**config.mk**
```make
export PLATFORM = sky130hd
export DESIGN_NAME = m32se_regfile
export DESIGN_NICKNAME = d
export VERILOG_FILES = /design/src/hdl/assert_macros.svh /design/src/hdl/m32se_pkg.sv /design/src/hdl/m32se_regfile.sv
export SDC_FILE = /design/constraint.sdc
export NUM_CORES = 2
export LEC_CHECK = 0
export BUFFER_PORTS_ARGS = -buffer_cell sky130_fd_sc_hd__buf_2
export CAP_MARGIN = 20
export CORE_UTILIZATION = 55
export CTS_CLUSTER_SIZE = 20
export DETAILED_ROUTE_END_ITERATION = 10
export GPL_ROUTABILITY_DRIVEN = 0
export GPL_TIMING_DRIVEN = 0
export PLACE_DENSITY = 0.77
export SYNTH_ARGS = -nofsm -noshare
export SYNTH_HDL_FRONTEND = slang
export SYNTH_SLANG_ARGS = --single-unit
export TNS_END_PERCENT = 100
```
**constraint.sdc**
```tcl
create_clock -name clk -period 5 [get_ports clk]
set_input_delay 0.5 -clock clk [delete_from_list [all_inputs] [get_ports clk]]
set_output_delay 0.5 -clock clk [all_outputs]
set_load 0.02 [all_outputs]
```
**src/hdl/assert_macros.svh**
```systemverilog
// assertion helpers for the rtl
`ifndef ASSERT_MACROS_SVH
`define ASSERT_MACROS_SVH

// same-cycle implication, off while reset is asserted
`define ASSERT_IMPLY(label, clk, rst_n, ante, cons) \
	label: assert property (@(posedge clk) disable iff (!(rst_n)) (ante) |-> (cons)) \
		else $error("assertion failed: same-cycle implication");

// next-cycle implication, off while reset is asserted
`define ASSERT_NEXT(label, clk, rst_n, ante, cons) \
	label: assert property (@(posedge clk) disable iff (!(rst_n)) (ante) |=> (cons)) \
		else $error("assertion failed: next-cycle implication");

`endif

```
**src/hdl/m32se_pkg.sv**
```systemverilog
package m32se_pkg;

	localparam logic [31:0] TEXT_START = 32'h0040_0000;

	localparam int DATA_WORDS = 1024;
	localparam int DATA_AW    = $clog2(DATA_WORDS);

	// primary opcodes
	localparam logic [5:0] OP_SPECIAL = 6'd0;
	localparam logic [5:0] OP_J       = 6'd2;
	localparam logic [5:0] OP_JAL     = 6'd3;
	localparam logic [5:0] OP_BEQ     = 6'd4;
	localparam logic [5:0] OP_BNE     = 6'd5;
	localparam logic [5:0] OP_ADDIU   = 6'b001001;
	localparam logic [5:0] OP_SLTIU   = 6'b001011;
	localparam logic [5:0] OP_ANDI    = 6'd12;
	localparam logic [5:0] OP_ORI     = 6'd13;
	localparam logic [5:0] OP_LUI     = 6'd15;
	localparam logic [5:0] OP_LW      = 6'b100011;
	localparam logic [5:0] OP_SW      = 6'b101011;

	// function codes under the special opcode
	localparam logic [5:0] FN_SLL  = 6'd0;
	localparam logic [5:0] FN_SRL  = 6'd2;
	localparam logic [5:0] FN_JR   = 6'd8;
	localparam logic [5:0] FN_ADDU = 6'd33;
	localparam logic [5:0] FN_SUBU = 6'd35;
	localparam logic [5:0] FN_AND  = 6'd36;
	localparam logic [5:0] FN_OR   = 6'd37;
	localparam logic [5:0] FN_NOR  = 6'd39;
	localparam logic [5:0] FN_SLTU = 6'd43;

	localparam logic [4:0] REG_ZERO = 5'd0;
	localparam logic [4:0] REG_RA   = 5'd31;

	typedef struct packed {
		logic        wr;
		logic [4:0]  idx;
		logic [31:0] data;
	} rf_wr_t;

	typedef struct packed {
		logic               wr;
		logic               rd;
		logic [DATA_AW-1:0] addr;
		logic [31:0]        wdata;
	} dmem_req_t;

endpackage

```
**src/hdl/m32se_regfile.sv**
```systemverilog
module m32se_regfile (
	input  logic              clk,
	input  logic              arst_n,
	input  logic              rd_en,
	input  logic [4:0]        rd_idx_a,
	input  logic [4:0]        rd_idx_b,
	input  m32se_pkg::rf_wr_t wr,
	output logic [31:0]       rd_data_a,
	output logic [31:0]       rd_data_b
);
	import m32se_pkg::*;

	logic [31:0] mem_q [32];
	logic [31:0] vld_q;
	logic [31:0] rdata_a_q;
	logic [31:0] rdata_b_q;
	logic [31:0] rd_a;
	logic [31:0] rd_b;

	// a write in the same cycle passes straight to the read data
	always_comb begin
		rd_a = vld_q[rd_idx_a] ? mem_q[rd_idx_a] : '0;
		rd_b = vld_q[rd_idx_b] ? mem_q[rd_idx_b] : '0;
		if (wr.wr && wr.idx == rd_idx_a) begin
			rd_a = wr.data;
		end
		if (wr.wr && wr.idx == rd_idx_b) begin
			rd_b = wr.data;
		end
	end

	always_ff @(posedge clk or negedge arst_n) begin
		if (!arst_n) begin
			vld_q <= '0;
		end else if (wr.wr) begin
			vld_q[wr.idx] <= 1'b1;
		end
	end

	always_ff @(posedge clk) begin
		if (wr.wr) begin
			mem_q[wr.idx] <= wr.data;
		end
	end

	always_ff @(posedge clk) begin
		if (rd_en) begin
			rdata_a_q <= rd_a;
			rdata_b_q <= rd_b;
		end
	end

	assign rd_data_a = rdata_a_q;
	assign rd_data_b = rdata_b_q;

endmodule

```
### After elaboration in Yosys (flattened, before gate mapping)

Memories as Yosys holds them, arrays and structs flattened.
Cells that the tools add are included.

| operators by class | value |
|---|---|
| magnitude comparators | 4 |
| equal/unequal tests | 2 |
| muxes and demuxes | 12 |
| bitwise operators | 1 |
| reduce and logical (&&, ||, !) cells | 3 |

Operators with widths:

| cell | count |
|---|---|
| 32-bit 2-to-1 mux | 4 |
| 32-bit bitwise OR | 1 |
| 5-bit by 6-bit < comparator with 1-bit output (second input constant) | 3 |
| 1-bit binary-select mux with 5-bit select | 2 |
| 5-bit == test | 2 |
| 1-bit demux with 5-bit select | 1 |
| 5-bit by 1-bit >= comparator with 1-bit output (second input constant) | 1 |
| 1-bit 2-to-1 mux | 5 |
| 1-bit logical AND | 3 |

| word-level totals | value |
|---|---|
| register bits | 96 |
| memory bits (writable) | 1024 |
| bits of input ports | 51 |
| output and inout port bits | 64 |
| logic and storage cells | 26 |
| memories | 1 |

Memories:

| name | depth | bits a word | rd ports | clocked after memory_dff | wr ports | RTL line | text |
|---|---|---|---|---|---|---|---|
| mem_q | 32 | 32 | 2 | 0 | 1 | m32se_regfile.sv:13 | `logic [31:0] mem_q [32];` |

### Depth between registers and ports, before layout

| depth | value |
|---|---|
| word-level depth | 5 |
| depth in mapped cells | 9 |
| gate-level depth less buffers | 5 |

### Worst setup path before layout

Ideal clock, no wire load.

| path | value |
|---|---|
| path kind | input -> register |
| start point | input wr[33] (netlist name) |
| end point | memory mem_q[28][0], enable pin |
| library setup time | 0.422 ns |
| arrival | 2.687 ns |
| required time | 4.578 ns |
| setup slack | 1.891 ns |
| stages | 4 |
| buffers on the path | 2 |
| cells stage by stage | clkbuf_1 > or3b_2 > clkbuf_1 > nor2_1 |

RTL lines:

| what | RTL line | text |
|---|---|---|
| from (decl) | m32se_regfile.sv:7 | `input m32se_pkg::rf_wr_t wr,` |
| to (decl) | m32se_regfile.sv:13 |  |

Straight into the memory's write port.

### Worst setup path in the final report

| path | value |
|---|---|
| start point | input rd_idx_a[3] |
| end point | register rdata_a_q[16], in the netlist rd_data_a[16], data pin |

| on the way | value |
|---|---|
| cells in the longest elaborated chain, start to end | 4 |
| elaborated cells between the ends (all ways) | 7 |
| classes of those cells | eq/ne (1); mux (4); reduce/logical (1); memory (1) |

RTL lines:

| what | RTL line | text |
|---|---|---|
| from (decl) | m32se_regfile.sv:5 | `input logic [4:0] rd_idx_a,` |
| 1-bit binary-select mux with 5-bit select | m32se_regfile.sv:22 | `rd_a = vld_q[rd_idx_a] ? mem_q[rd_idx_a] : '0;` |
| 1-bit 2-to-1 mux (not written as such) | m32se_regfile.sv:22 |  |
| 32-bit 2-to-1 mux | m32se_regfile.sv:22 |  |
| 32-bit 2-to-1 mux * | m32se_regfile.sv:24 | `if (wr.wr && wr.idx == rd_idx_a) begin` |
| via rd_a[16] | m32se_regfile.sv:17 | `logic [31:0] rd_a;` |
| to (signal assigned) | m32se_regfile.sv:48 | `rdata_a_q <= rd_a;` |
| to (decl) | m32se_regfile.sv:15 | `logic [31:0] rdata_a_q;` |

The timed path passes the listed nets; every way through them passes the cells marked *. The select of a mux whose other input is x is not followed.
A chain may end at the register's enable or synchronous reset.

==> flow_summary.ini <==
[synthesis]
synth-async-reset-ratio_pct = 2.857
synth_xor_area_share_pct = 0.1712
synth_flop_cell = edfxtp_1
syn_nets = 2374
synth-edff-count = 1088
synth_fa_ha_area_share_pct = 0
syn_inst = 2323
avgSynthCellArea_um2 = 22.02
synth_compound_gate_area_share_pct = 1.162
ys_seq_area_share_pct = 65.43
synth_top_family_by_area = multiplexers
synthDistinctLibCells = 33
yosys.area_share.simple_pct = 1.810
yosysWarningCount = 0
ys_seq_elements = 1120
synthMuxAreaShare_pct = 29.65
syn_area_um2 = 51160

[cells_and_area]
design_area_um2 = 58360
area_delta_synth_final_pct = 14.08
drive_gt1_share_pct = 41.86
final_nets = 2662
layout.cells.non_filler = 3951

[power]
power_leakage_nw = 18.44
report.power.total_mw = 20.96
peakVddDrop_v = 0.0002667
powerDensity_nw_per_um2 = 359.1

[drt]
wl_per_cell_um = 40.36
drt_iter0_markers = 5350
routed_wl_um = 159400
drc = 0
ant_nets = 0
drt_first_pass_iters = 6
vias_per_cell = 7.484
vias = 29570

[min_path]
hold_depth = 1
hp-class = in2reg

[critical_path]
crit_start = rd_idx_a[3]
crit_path_end = rd_data_a[16]
critPathKind = in2reg
crit-reg2reg-launch = vld_q[15]
end_kind = flip-flop
r2r_cells = 6
required_ns = 5.35
arrival_ns = 4.29
cp-start-kind = input port
max_stage_delay_ns = 0.95
r2r_slack_ns = 1.29
cp_common_cell = clkbuf_1
critPathSlowestCell = clkbuf_1
timing.rr.end = rd_data_b[16]
crit_chain = clkbuf_1 > xor2_1 > nor4_1 > and3_1 > clkbuf_1 > nand4b_1 > clkbuf_1 > o21ai_1
cp_max_fo = 10

[job]
maxCapViolCount = 0

[clock_tree]
tritoncts = done
cts.sinks = 1120
cts.clk_slew.worst_paths_ns = 0.06
cts-htree-levels = 3
clockBufferDepth = 3
clkLatencyLatePin_ns = 0.72
cts-buffers-inserted = 111
cts_root_buf = clkbuf_16
post_cts_buffers = 0

[timing]
setup_viol = 0
setup_ws_ns = 1.059
slew-limit-headroom_pct = 15.61
fin_skew_ns = 0.03858
max_slew.worst_pin.slew_ns = 1.266
hold_viol_final = 0
rsz0062_at_grt = no
max_freq_mhz = 253.8
drv_slew = 0
tns_ns = 0
fin_crit_sh_pct = 78.81
period_minus_slack_ns = 3.941

[placement]
dp_hpwl_um = 104500
place_area_um2 = 54690
placedCellCount = 3730
port_buffers = 103
place_ws_ns = 0.6732

[floorplanning]
coreArea_um2 = 91940
die_h_um = 307.0
rows = 111
start_util_pct = 55.64
io_pins = 115
dieArea_um2 = 94240
die_w_um = 307.0

[status]
status = finished clean

[global_routing]
antenna_found_initial = 7
overflow = 0
grt_start_max_net_pins = 39
grt_pass1_wl_um = 221000
grt_use_total_pct = 34.37
grt_pass1_vias = 30230
==> synth_stat cells (2+ instances only) <==
master	count	area, µm²
or3b_2	3	26.28
nor4bb_1	2	20.02
nand2_1	73	274.0
edfxtp_1	1088	32670
buf_6	10	112.6
nor2_1	45	168.9
buf_2	45	225.2
mux4_2	638	14370
mux2i_1	62	620.6
o21ai_1	31	155.2
nand4b_1	3	26.28
xnor2_1	2	17.52
nor4_1	7	43.79
a21oi_1	5	25.02
nor2b_1	8	50.05
clkbuf_1	78	292.8
dfrtp_1	32	800.8
o21ai_0	45	225.2
xor2_1	8	70.07
nand3b_1	6	45.04
o221ai_1	8	70.07
or2_2	32	200.2
and3_1	2	12.51
buf_1	25	93.84
nand3_1	4	20.02
o21bai_1	10	75.07
buf_4	24	180.2
a32oi_1	5	43.79
mux2_2	16	180.2
nor4b_1	3	26.28
==> metal layers <==
| metal | track usage, % | vias up | part of all wire [%] |
|---|---|---|---|
| met2 | 54.26 | 2780 | 48 |
| met1 | 43.44 | 15400 | 32 |
| met3 | 9.573 | 584 | 14 |
| met4 | 19.16 | 4 | 6.2 |
| li1 | - | 10810 | - |
| met5 | 0 | - | 0.016 |
==> placed cells by master (no fill, tap or decap), drive strengths merged, types with 4 or more instances in the layout <==
| cell type | Yosys | routed |
|---|---|---|
| a21oi | 5 | 5 |
| a32oi | 5 | 5 |
| buf | 104 | 278 |
| bufinv | 0 | 6 |
| clkbuf | 78 | 218 |
| clkinv | 0 | 50 |
| clkinvlp | 0 | 7 |
| dfrtp | 32 | 32 |
| diode | 0 | 4 |
| edfxtp | 1088 | 1088 |
| inv | 1 | 4 |
| mux2 | 16 | 16 |
| mux2i | 62 | 62 |
| mux4 | 638 | 638 |
| nand2 | 73 | 73 |
| nand3 | 4 | 4 |
| nand3b | 6 | 6 |
| nor2 | 45 | 45 |
| nor2b | 8 | 8 |
| nor4 | 7 | 7 |
| o21ai | 76 | 76 |
| o21bai | 10 | 10 |
| o221ai | 8 | 8 |
| or2 | 32 | 32 |
| xor2 | 8 | 8 |
==> worst max-delay path, delay by kind of cell <==
family | cells | cell delay [ns]
buf+inv | 3 | 2.24
compound gates | 1 | 0.35
xor+xnor | 1 | 0.13
simple gates | 3 | 1.04
==> final cells by class <==
class,count,area (µm²)
Tap cell,1243,1555
Timing Repair Buffer,175,1893
Clock inverter,66,544.3
Sequential cell,1120,33470
Antenna cell,4,10.01
Clock buffer,140,2959
Multi-Input combinational cell,1020,17020
Fill cell,6072,33580
Buffer,182,904.6
Inverter,1,3.754
==> flip-flops by register name, indices dropped and copies added (netlist names) <==
signal     flops
rd_data_a     32
mem_q       1024
rd_data_b     32
vld_q         32
==> power breakdown <==
part           leakage (nW)  switching [mW]  internal [mW]
clock                  1.70            3.65           4.51
combinational          6.50            1.25          0.898
sequential             10.2           0.103           10.5
==> stage by stage <==
stage	hold slack (ns)	utilization [%]
floorplan	0.2044	-
global placement	0.4638	57.89
detailed placement	0.4733	59.48
CTS	0.2721	63.31
global route	0.3267	63.47
finish	0.2824	63.48
==> worst min path at each step <==
stage,from,to,slack (ns)
5_1_grt,wr[29],mem_q[19][29],0.33
3_3_place_gp,vld_q[18],vld_q[18],0.46
6_report,rd_en,rd_data_b[3],0.28
3_5_place_dp,vld_q[18],vld_q[18],0.47
4_1_cts,wr[3],mem_q[26][3],0.27
2_1_floorplan,arst_n,vld_q[0],0.20
==> cell families (layout without fill, tap and decap cells) <==
logic type	Yosys count	count (layout)
simple gates	190	190
xor+xnor	10	10
compound gates	104	104
buf+inv	183	564
other cells	0	4
flops	1120	1120
mux	716	716
==> what timing repair did <==
action	in CTS	in global routing
hold buffers	1	0
endpoints found under the hold margin	32	0
gates resized for setup	0	0
endpoints found under the setup margin	0	0
No activity file was read; power rests on OpenSTA's default activity.
